## config.mk

```make
export PLATFORM = sky130hd
export DESIGN_NAME = longest_remaining_time_first_sched_unit
export DESIGN_NICKNAME = d
export VERILOG_FILES = /design/src/rtl/lrtf_pkg.sv /design/src/rtl/lrtf_pick.sv /design/src/rtl/longest_remaining_time_first_sched_unit.sv
export SDC_FILE = /design/constraint.sdc
export NUM_CORES = 2
export LEC_CHECK = 0
export BUFFER_PORTS_ARGS = -buffer_cell sky130_fd_sc_hd__clkbuf_2
export CAP_MARGIN = 30
export CORE_ASPECT_RATIO = 0.6
export CORE_MARGIN = 2
export CORE_UTILIZATION = 25
export CTS_CLUSTER_SIZE = 14
export DETAILED_ROUTE_END_ITERATION = 10
export SKIP_LAST_GASP = 1
export SYNTH_ARGS = -nofsm -noshare
export SYNTH_HDL_FRONTEND = slang
export SYNTH_SLANG_ARGS = --single-unit
```

## constraint.sdc

```tcl
create_clock -name clk_i -period 5.5 [get_ports clk_i]
set_input_delay 0.825 -clock clk_i [delete_from_list [all_inputs] [get_ports clk_i]]
set_output_delay 0.825 -clock clk_i [all_outputs]
set_load 0.05 [all_outputs]
```

## src/rtl/lrtf_pkg.sv

```systemverilog
`timescale 1ns / 1ps
`default_nettype none

package lrtf_pkg;

  // Slot count and derived widths
  localparam int MaxProcs = 16;
  localparam int SlotW    = 4;
  localparam int IdxW     = $clog2(MaxProcs + 1);

  // Field widths
  localparam int ValW   = 16;
  localparam int TimeW  = 21;
  localparam int CountW = 5;

  // Operation codes
  localparam logic OpLoad = 1'b0;
  localparam logic OpTick = 1'b1;

  // Choice code for an idle tick
  localparam logic [IdxW-1:0] IdleCode = IdxW'(MaxProcs);

  typedef struct packed {
    logic            op;
    logic [SlotW-1:0] slot;
    logic [ValW-1:0]  arrival_time;
    logic [ValW-1:0]  burst_time;
  } in_t;

  typedef struct packed {
    logic [TimeW-1:0] tick_time;
    logic [SlotW-1:0] running_slot;
    logic             idle;
    logic             switched;
    logic             finished;
    logic [TimeW-1:0] completion_time;
    logic [TimeW-1:0] turnaround_time;
    logic [TimeW-1:0] waiting_time;
    logic [TimeW-1:0] response_time;
    logic             all_done;
  } out_t;

  // Remaining work and arrival of one slot, as seen by the compare unit
  typedef struct packed {
    logic [ValW-1:0] rem;
    logic [ValW-1:0] arr;
  } ent_t;

endpackage

`default_nettype wire

```

## src/rtl/lrtf_pick.sv

```systemverilog
`timescale 1ns / 1ps
`default_nettype none

module lrtf_pick (
  input  lrtf_pkg::ent_t                   cand_i,
  input  lrtf_pkg::ent_t                   best_i,
  input  logic                             found_i,
  input  logic [lrtf_pkg::TimeW-1:0]       now_i,
  output logic                             take_o
);
  import lrtf_pkg::*;

  logic eligible;
  logic better;

  // Eligible: work left and already arrived
  assign eligible = (cand_i.rem != '0) && ({{(TimeW-ValW){1'b0}}, cand_i.arr} <= now_i);

  // Longer remaining wins, then earlier arrival; scan order settles the rest
  assign better = (cand_i.rem > best_i.rem) ||
                  ((cand_i.rem == best_i.rem) && (cand_i.arr < best_i.arr));

  assign take_o = eligible && (!found_i || better);

endmodule

`default_nettype wire

```

## src/rtl/longest_remaining_time_first_sched_unit.sv

```systemverilog
`timescale 1ns / 1ps
`default_nettype none

// Preemptive longest-remaining-time-first scheduler. A load word (op 0) writes
// one slot's arrival and burst, resets its remaining count and clears its
// started mark; it produces no result. A tick word (op 1) scans slots
// 0 .. min(process_count, 16)-1 through one read port of the slot stores and
// one shared compare unit, one slot per cycle, then updates the chosen slot,
// if there is one, and emits one result word. The next word can be taken in
// the cycle after the result loads; a result that is still unread holds the
// tick until the output register is free. Input stall is high while a tick
// is in progress; a result waits in an output register, so a new word can be
// taken while it is unread. process_count is written through cfg_we_i /
// cfg_data_i while the block is idle; the user is bound to this, as the block
// itself does not enforce it. Slots that are scanned must have been loaded
// since reset.

module longest_remaining_time_first_sched_unit (
  input  logic                          clk_i,
  input  logic                          rst_ni,
  input  logic                          cfg_we_i,
  input  logic [lrtf_pkg::CountW-1:0]   cfg_data_i,
  input  logic                          in_valid_i,
  output logic                          in_stall_o,
  input  lrtf_pkg::in_t                 in_data_i,
  output logic                          out_valid_o,
  input  logic                          out_stall_i,
  output lrtf_pkg::out_t                out_data_o
);
  import lrtf_pkg::*;

  typedef enum logic [2:0] {
    StIdle,
    StScan,
    StFetch,
    StUpdate,
    StStats,
    StOut
  } st_e;

  // Slot stores: one write port, one registered read port each
  logic [ValW-1:0]  rem_mem [MaxProcs];
  logic [ValW-1:0]  arr_mem [MaxProcs];
  logic [ValW-1:0]  bst_mem [MaxProcs];
  logic [TimeW-1:0] rsp_mem [MaxProcs];

  logic [ValW-1:0]  rem_rd_q, arr_rd_q, bst_rd_q;
  logic [TimeW-1:0] rsp_rd_q;

  st_e              st_q;
  logic [CountW-1:0] count_q;
  logic [TimeW-1:0] time_q;
  logic [IdxW-1:0]  prev_q;
  logic [CountW-1:0] done_q;
  logic [MaxProcs-1:0] started_q;

  logic [IdxW-1:0]  idx_q;
  logic             pend_q;
  logic [SlotW-1:0] pidx_q;
  logic             found_q;
  logic [SlotW-1:0] best_q;
  ent_t             best_ent_q;

  out_t             res_q;
  out_t             out_d;
  out_t             out_q;
  logic             out_valid_q;

  logic             in_acc;
  logic [SlotW-1:0] raddr;
  logic [IdxW-1:0]  scan_w;
  logic             take;
  ent_t             cand;
  logic [ValW-1:0]  rem_new;
  logic [TimeW-1:0] ct;
  logic [TimeW-1:0] first_rsp;
  logic [IdxW-1:0]  choice;
  logic             out_free;

  logic             rem_we;
  logic [SlotW-1:0] rem_wa;
  logic [ValW-1:0]  rem_wd;
  logic             ld_we;
  logic             rsp_we;

  assign in_stall_o  = (st_q != StIdle);
  assign in_acc      = in_valid_i && !in_stall_o;
  assign out_valid_o = out_valid_q;
  assign out_data_o  = out_q;
  assign out_free    = !out_valid_q || !out_stall_i;

  // Clamp the scan length to the slot count
  assign scan_w = ({1'b0, count_q} > (CountW + 1)'(MaxProcs))
                  ? IdxW'(MaxProcs) : IdxW'(count_q);

  assign cand.rem = rem_rd_q;
  assign cand.arr = arr_rd_q;

  lrtf_pick u_pick (
    .cand_i  (cand),
    .best_i  (best_ent_q),
    .found_i (found_q),
    .now_i   (time_q),
    .take_o  (take)
  );

  // Read address: scan index while scanning, chosen slot afterwards
  always_comb begin
    unique case (st_q)
      StScan:  raddr = idx_q[SlotW-1:0];
      default: raddr = best_q;
    endcase
  end

  assign rem_new   = rem_rd_q - ValW'(1);
  assign ct        = time_q + TimeW'(1);
  assign first_rsp = started_q[best_q] ? rsp_rd_q
                                       : time_q - {{(TimeW-ValW){1'b0}}, arr_rd_q};
  assign choice    = res_q.idle ? IdleCode : IdxW'(best_q);

  // Result word as it leaves: switch and all-done flags are settled last
  always_comb begin
    out_d          = res_q;
    out_d.switched = (choice != prev_q);
    out_d.all_done = (done_q >= count_q);
  end

  // Store write ports
  always_comb begin
    ld_we  = in_acc && (in_data_i.op == OpLoad);
    rsp_we = (st_q == StUpdate) && !started_q[best_q];
    rem_we = ld_we || (st_q == StUpdate);
    rem_wa = ld_we ? in_data_i.slot : best_q;
    rem_wd = ld_we ? in_data_i.burst_time : rem_new;
  end

  always_ff @(posedge clk_i) begin
    if (rem_we) begin
      rem_mem[rem_wa] <= rem_wd;
    end
    if (ld_we) begin
      arr_mem[in_data_i.slot] <= in_data_i.arrival_time;
      bst_mem[in_data_i.slot] <= in_data_i.burst_time;
    end
    if (rsp_we) begin
      rsp_mem[best_q] <= first_rsp;
    end
    rem_rd_q <= rem_mem[raddr];
    arr_rd_q <= arr_mem[raddr];
    bst_rd_q <= bst_mem[raddr];
    rsp_rd_q <= rsp_mem[raddr];
  end

  // Sequencer, scheduler state and output register
  always_ff @(posedge clk_i or negedge rst_ni) begin
    if (!rst_ni) begin
      st_q        <= StIdle;
      count_q     <= CountW'(1);
      time_q      <= '0;
      prev_q      <= IdleCode;
      done_q      <= '0;
      started_q   <= '0;
      idx_q       <= '0;
      pend_q      <= 1'b0;
      pidx_q      <= '0;
      found_q     <= 1'b0;
      best_q      <= '0;
      best_ent_q  <= '0;
      res_q       <= '0;
      out_q       <= '0;
      out_valid_q <= 1'b0;
    end else begin
      if (cfg_we_i) begin
        count_q <= cfg_data_i;
      end
      // Drop a taken word unless a new one loads in its place
      if (out_valid_q && !out_stall_i && (st_q != StOut)) begin
        out_valid_q <= 1'b0;
      end

      unique case (st_q)
        StIdle: begin
          if (in_acc) begin
            if (in_data_i.op == OpLoad) begin
              started_q[in_data_i.slot] <= 1'b0;
            end else begin
              // Start a tick: the result is already clear, reset the running best
              idx_q           <= '0;
              pend_q          <= 1'b0;
              found_q         <= 1'b0;
              best_q          <= '0;
              res_q.tick_time <= time_q;
              st_q            <= StScan;
            end
          end
        end

        StScan: begin
          if (pend_q && take) begin
            found_q    <= 1'b1;
            best_q     <= pidx_q;
            best_ent_q <= cand;
          end
          if (idx_q < scan_w) begin
            pend_q <= 1'b1;
            pidx_q <= idx_q[SlotW-1:0];
            idx_q  <= idx_q + IdxW'(1);
          end else begin
            pend_q <= 1'b0;
          end
          if ((idx_q >= scan_w) && !pend_q) begin
            res_q.idle         <= !found_q;
            res_q.running_slot <= found_q ? best_q : '0;
            st_q               <= found_q ? StFetch : StOut;
          end
        end

        StFetch: begin
          // Read of the chosen slot is in flight
          st_q <= StUpdate;
        end

        StUpdate: begin
          started_q[best_q] <= 1'b1;
          if (rem_new == '0) begin
            res_q.finished        <= 1'b1;
            res_q.completion_time <= ct;
            res_q.turnaround_time <= ct - {{(TimeW-ValW){1'b0}}, arr_rd_q};
            res_q.response_time   <= first_rsp;
            if (done_q != '1) begin
              done_q <= done_q + CountW'(1);
            end
            st_q <= StStats;
          end else begin
            st_q <= StOut;
          end
        end

        StStats: begin
          res_q.waiting_time <= res_q.turnaround_time - {{(TimeW-ValW){1'b0}}, bst_rd_q};
          st_q               <= StOut;
        end

        StOut: begin
          // Hold until the output register is free, then advance time
          if (out_free) begin
            out_q       <= out_d;
            out_valid_q <= 1'b1;
            res_q       <= '0;
            prev_q      <= choice;
            time_q      <= ct;
            st_q        <= StIdle;
          end
        end

        default: begin
          st_q <= StIdle;
        end
      endcase
    end
  end

  // A finished process is never reported on an idle tick
  a_fin_not_idle: assert property (@(posedge clk_i) disable iff (!rst_ni)
    out_valid_o && out_data_o.finished |-> !out_data_o.idle)
    else $error("finish reported on an idle tick");

  // Idle results carry no slot and no statistics
  a_idle_clean: assert property (@(posedge clk_i) disable iff (!rst_ni)
    out_valid_o && out_data_o.idle |->
      (out_data_o.running_slot == '0) && (out_data_o.completion_time == '0))
    else $error("idle result carries slot or statistics");

  // Completion count never moves backward
  a_done_mono: assert property (@(posedge clk_i) disable iff (!rst_ni)
    ##1 (done_q >= $past(done_q)))
    else $error("completion count decreased");

  // Time only advances when a result is loaded
  a_time_step: assert property (@(posedge clk_i) disable iff (!rst_ni)
    (st_q != StOut) |=> (time_q == $past(time_q)))
    else $error("time advanced outside result load");

endmodule

`default_nettype wire
```

# Word level (Yosys, flattened, before mapping)
# Memories as Yosys holds them, arrays and structs flattened. A register that Yosys moved wholly into a read port is not among the register bits.
# Cells that the tools add are included.
[word_totals]
out_inout_bits = 115
regBits = 327
in_bits = 47
wordCells = 177
memories = 4
ram_bits = 1104
[memory_table]
columns = ["memory", "depth", "width", "read_ports", "rd_clocked_by_memory_dff", "wr", "line", "source"]
rows = [
  ["rsp_mem", 16, 21, 1, 1, 1, "longest_remaining_time_first_sched_unit.sv:45", "logic [TimeW-1:0] rsp_mem [MaxProcs];"],
  ["arr_mem", 16, 16, 1, 1, 1, "longest_remaining_time_first_sched_unit.sv:43", "logic [ValW-1:0] arr_mem [MaxProcs];"],
  ["bst_mem", 16, 16, 1, 1, 1, "longest_remaining_time_first_sched_unit.sv:44", "logic [ValW-1:0] bst_mem [MaxProcs];"],
  ["rem_mem", 16, 16, 1, 1, 1, "longest_remaining_time_first_sched_unit.sv:42", "logic [ValW-1:0] rem_mem [MaxProcs];"],
]
[op_classes]
mux = 57
reduce_logical = 45
add_sub_neg = 7
bitwise_logic = 4
n_eq_ne = 17
n_lt_le_gt_ge = 11
[op_table]
columns = ["cell", "n"]
rows = [
  ["$pmux W21 S2", 3],
  ["$mux W113", 1],
  ["$pmux W43 S2", 1],
  ["$mux W21", 4],
  ["$sub A21 B16 Y21", 3],
  ["$mux W16", 3],
  ["$mux W43", 1],
  ["$pmux W16 S2", 1],
  ["$mux W5", 6],
  ["$mux W4", 6],
  ["$add A21 B1 Y21 const B", 1],
  ["$le A16 B21 Y1", 1],
  ["$pmux W5 S2", 2],
  ["$pmux W3 S6", 1],
  ["$mux W1", 17],
  ["$and A16 B16 Y16", 1],
  ["$eq A16 B16 Y1", 1],
  ["$gt A16 B16 Y1", 1],
  ["$logic_not A16 Y1", 1],
  ["$lt A16 B16 Y1", 1],
  ["$not A16 Y16", 1],
  ["$or A16 B16 Y16", 1],
  ["$reduce_and A4 Y1", 4],
  ["$reduce_bool A16 Y1", 1],
  ["29 further kinds", 78],
]

# Depth between registers and ports, before layout
[depth]
word_depth = 9
ltp_mapped = 14
mapped_depth_nobuf = 14

# By module
# From an unflattened synthesis, not the netlist that was laid out.
[hier_totals]
hier_cells = 4128
area_unflattened_um2 = 61784.3
[modules_own_cells]
columns = ["module", "instances", "area_per_inst_um2", "cells_each", "seq_area_each_um2"]
rows = [
  ["longest_remaining_time_first_sched_unit", 1, 60534.3, 3953, 42718.5],
  ["lrtf_pick", 1, 1249.9, 175, 0.0],
]

# Worst setup path before layout
# Ideal clock, no wire load.
[synth_path]
path_kind = "reg2reg"
from = "register st_q[2]"
to = "memory arr_mem[4][0] (enable)"
path_buffers = 1
stages_incl_launch_ff = 7
period_less_slack_ns = 4.739
t_arrival_ns = 4.276
setup_slack_ns = 0.761
required_time_ns = 5.037
setup_time_ns = 0.463
cell_sequence = "dfrtp_1 > clkbuf_1 > nor3_1 > inv_1 > nor3b_1 > nand3b_1 > nor3_1"
[synth_via]
elab_chain_len = 6
[synth_rtl]
columns = ["element", "line", "source"]
rows = [
  ["from (decl)", "longest_remaining_time_first_sched_unit.sv:50", "st_e st_q;"],
  ["from (signal assigned)", "longest_remaining_time_first_sched_unit.sv:157", "st_q <= StIdle;"],
  ["from (signal assigned)", "longest_remaining_time_first_sched_unit.sv:193", "st_q <= StScan;"],
  ["from (signal assigned)", "longest_remaining_time_first_sched_unit.sv:214", "st_q <= found_q ? StFetch : StOut;"],
  ["$reduce_bool A3 Y1", "longest_remaining_time_first_sched_unit.sv:86", "assign in_stall_o = (st_q != StIdle);"],
  ["via in_stall_o", "longest_remaining_time_first_sched_unit.sv:24", "output logic in_stall_o,"],
  ["$logic_not A1 Y1", "longest_remaining_time_first_sched_unit.sv:87", "assign in_acc = in_valid_i && !in_stall_o;"],
  ["$logic_and A1 B1 Y1", "longest_remaining_time_first_sched_unit.sv:87", ""],
  ["$logic_and A1 B1 Y1", "longest_remaining_time_first_sched_unit.sv:130", "ld_we = in_acc && (in_data_i.op == OpLoad);"],
  ["$mux W1", "longest_remaining_time_first_sched_unit.sv:141", "if (ld_we) begin"],
  ["$mux W1 (not written as such)", "longest_remaining_time_first_sched_unit.sv:142", "arr_mem[in_data_i.slot] <= in_data_i.arrival_time;"],
  ["to (decl)", "longest_remaining_time_first_sched_unit.sv:43", ""],
]
# The timed path passes the listed nets, and every way through them passes these cells.

# Worst setup path in the final report
[layout_path]
from = "register st_q[0]"
to = "register arr_rd_q[11] (read register of arr_mem)"
[layout_via]
elab_chain_len = 2
[layout_rtl]
columns = ["element", "line", "source"]
rows = [
  ["$eq A3 B1 Y1", "longest_remaining_time_first_sched_unit.sv:109", "unique case (st_q)"],
  ["$mux W4", "longest_remaining_time_first_sched_unit.sv:109", ""],
  ["to (decl)", "longest_remaining_time_first_sched_unit.sv:47", "logic [ValW-1:0] rem_rd_q, arr_rd_q, bst_rd_q;"],
]
# No other way between the ends.
# A chain may end at the register's enable or synchronous reset.

==> results.md <==
* Status: finished, final reports clean
* Primary FF master, synth: edfxtp_1
* Final min period at 4520 ps
* Wire length on met1 at about 77000 µm
* Tightest Pin Transition at 1120 ps
* Async S/R FF share, synth at 0.218
* LEAKAGE at 25.6 nW
* YS warnings at 0
* Drt wl/cell at 22.1 µm
* Sw Pwr at around 13 mW
* VDD IR max at 0.000318 V
* Crit-path max cell delay at 820 ps
* Cell family with most CP delay: multiplexers
* WL met3 at 19700 µm
* PortBufs at approximately 160
* Nets at 4358
* Fmax at 0.221 GHz
* Combinational fraction of design power at 0.322
* Clock tree root buffer cell: clkbuf_16
* Most numerous cell in the Yosys netlist: edfxtp_1
* Antenna violations before repair at 35
* Tcrit/Tclk final at 0.821
* Tot Pwr at 35.5 mW
* Worst path depth at 10
* Post-DP HPWL at 111000 µm
* CTS Sinks at 1500
* Largest net degree at the start of global routing at 135
* Starting Density at 0.252
* Gr usage total at 0.132
* Slowest stage cell on the critical path: mux2i_4
* GPL Wtd Cong at 0.869
* Via Count at 35344
* Worst setup SP type: register
* Crit path kind: register to register
* Net Count, Synth at 4115
* Sw Share at 0.353
* Total global routing overflow at 0
* Core area at 0.243 mm²
* Drt total wl at 168000 µm
* DRT Pass-1 Iters at 5
* Die area at between 0.2 and 0.25 mm²
* Flops & latches, synth at 1500
* Worst path buffer plus inverter count at 3
* DR WL met2 at slightly below 70000 µm
* Worst skew pair latency at approximately 800 ps
* Setup crit end kind: register
* Req. time, crit path at 5980 ps
* First-pass GRT wire length at around 250000 µm
* Seq/Total Area, Yosys at 0.699
* RSZ-0062 raised after global routing: false
* Die Y at 387 µm
* Worst Hold Depth at 3
* CTS tree: done
* First-iteration detailed-routing DRC count at 3951
* DR top layer: met5
* Mean Syn Cell Area at ~15 µm²
* # setup viols final at 0
* Critical-path cell list: nor2b_1, nor2b_1, buf_4, mux2i_4, buf_12, buf_12, mux4_2, and2_1, a211oi_1, a31oi_2
* DRC viols at 0
* Slew Limit Fails at 0
* Synth cell types at 76
* Layout cell share with drive strength beyond 1 at 0.201
* Layout area overhead at 16.4%
* Crit path max fanout at between 50 and 60
* Longest Clk Path Bufs at 4
* Max Cap Viol at 0
* Hold Vio Cnt, Final at 0
* Vias in the first global route at 34652
* IO Count at 162
* Post-synth top cells: 1104 x edfxtp_1, 711 x nand2_1, 325 x dfrtp_1
* Via density at 4.65
* Clk pwr share at 0.267
* WP data arrival at 4990 ps
* Antenna Nets Post-Route at 0
* Pwr dens at 500 mW/mm²
* P_int at about 23 mW
* Clock Skew at approximately 90 ps
* TritonCTS buffer count at 145
* Synth area leader: edfxtp_1
* Post-synth EDFFs at 1104
* Flop pwr share at 0.411
* Area contributors post-synth: edfxtp_1 54%, dfrtp_1 13%, mux4_2 10%, nand2_1 4.4%, dfxtp_1 2.3%
* Std cell rows at 140
* Worst-path clk slew at 70 ps
* Slew Limit Headroom at 0.246
* H-tree Lvls at 4
* Synth top area share at 0.543
* Post-Synthesis Cell Area at 0.0611 mm²
* Syn Inst Count at slightly below 4000
* Fin Setup TNS at 0 ps
* Worst Reg-to-Reg Cells at 10
* Min-delay worst type: primary input to register
* Die W at about 640 µm
[worst min-delay path, delay by kind of cell]
family,cells,cell delay [ps]
simple gates,1,40
buf+inv,1,70
compound gates,1,60
[cell usage in the layout (no fill, tap or decap), drive strengths merged, types with 18 or more instances in the layout]
master / count
edfxtp: 1104
nand2: 711
clkbuf: 373
dfrtp: 325
mux4: 281
buf: 146
o21ai: 135
nor2: 132
ha: 95
inv: 94
a211oi: 82
a31oi: 80
and2: 74
a21oi: 72
dfxtp: 69
nand3: 68
xnor2: 56
xor2: 52
nor3: 33
o31ai: 28
mux2i: 25
mux2: 23
and3: 22
clkinv: 21
nand2b: 18
[power groups by stage]
| stage | clock network (mW) | registers, mW | logic (mW) |
|---|---|---|---|
| 4_1_cts | 9.70 | 14.6 | 11.4 |
| 3_3_place_gp | 0 | 14.8 | 11.0 |
| 5_1_grt | 10.2 | 14.7 | 12.4 |
| 2_1_floorplan | 0 | 15.0 | 6.74 |
| 6_report | 9.49 | 14.6 | 11.4 |
| 3_5_place_dp | 0 | 14.8 | 11.3 |
[flip-flops by register name, indices dropped and copies added, names as in the netlist, 16 cells and up]
name,cells
arr_mem,256
arr_rd_q,16
best_ent_q,32
bst_mem,256
bst_rd_q,16
out_d,111
out_data_o,113
rem_mem,256
rem_rd_q,16
rsp_mem,336
rsp_rd_q,21
started_q,16
time_q,21
[cell families after synthesis]
group           count (synthesis)  share of synthesized area
flops                        1500                      0.699
simple gates                 1145                     0.0819
compound gates                488                     0.0510
mux                           329                      0.112
buf+inv                       302                     0.0199
xor+xnor                      108                     0.0155
fa+ha+maj                      98                     0.0204
[through the flow]
step | instance area [µm²] | instances | setup WS [ps] | hold slack [ps] | util
final | 71100 | 7597 | 983 | 219 | 0.293
after CTS | 71000 | 7573 | 1010 | 168 | 0.292
after floorplan | 61100 | 3970 | 761 | 430 | -
after global placement | 66400 | 7304 | 397 | 446 | 0.274
after global routing | 71100 | 7583 | 804 | 206 | 0.293
after detailed placement | 66700 | 7324 | 1070 | 453 | 0.275
[worst paths after layout]
check / startpoint / endpoint / slack [ps]
worst max-delay path: st_q[0] / arr_rd_q[11] / 980
worst min-delay path: cfg_data_i[1] / count_q[1] / 220
worst max register to register: st_q[0] / arr_rd_q[11] / 980
worst min register to register: out_d[70] / out_data_o[70] / 460
max in group asynchronous: rst_ni / out_d[15] / 3590
min in group asynchronous: rst_ni / count_q[4] / 600
[metal layers]
| layer | up-vias | global-route usage |
|---|---|---|
| met1 | 18204 | 0.193 |
| met3 | 245 | 0.0542 |
| met5 | - | 0 |
| met2 | 1426 | 0.181 |
| li1 | 15447 | - |
| met4 | 22 | 0.0266 |
[timing repair]
item                                   4_1_cts  5_1_grt
buffers inserted                             0        0
endpoints found under the hold margin       29        0
setup endpoints to repair                    0        0
resized for setup                            0        0
hold buffers                                 1        0
[layout make-up]
cell class	instances	area, µm²
Fill cell	24293	172000
Tap cell	3266	4090
Clock buffer	213	4060
Antenna cell	17	42.5
Multi-Input combinational cell	2168	17400
Sequential cell	1500	42700
Timing Repair Buffer	307	2140
Inverter	91	342
Clock inverter	35	275
Power figures use the tool's default switching activity.
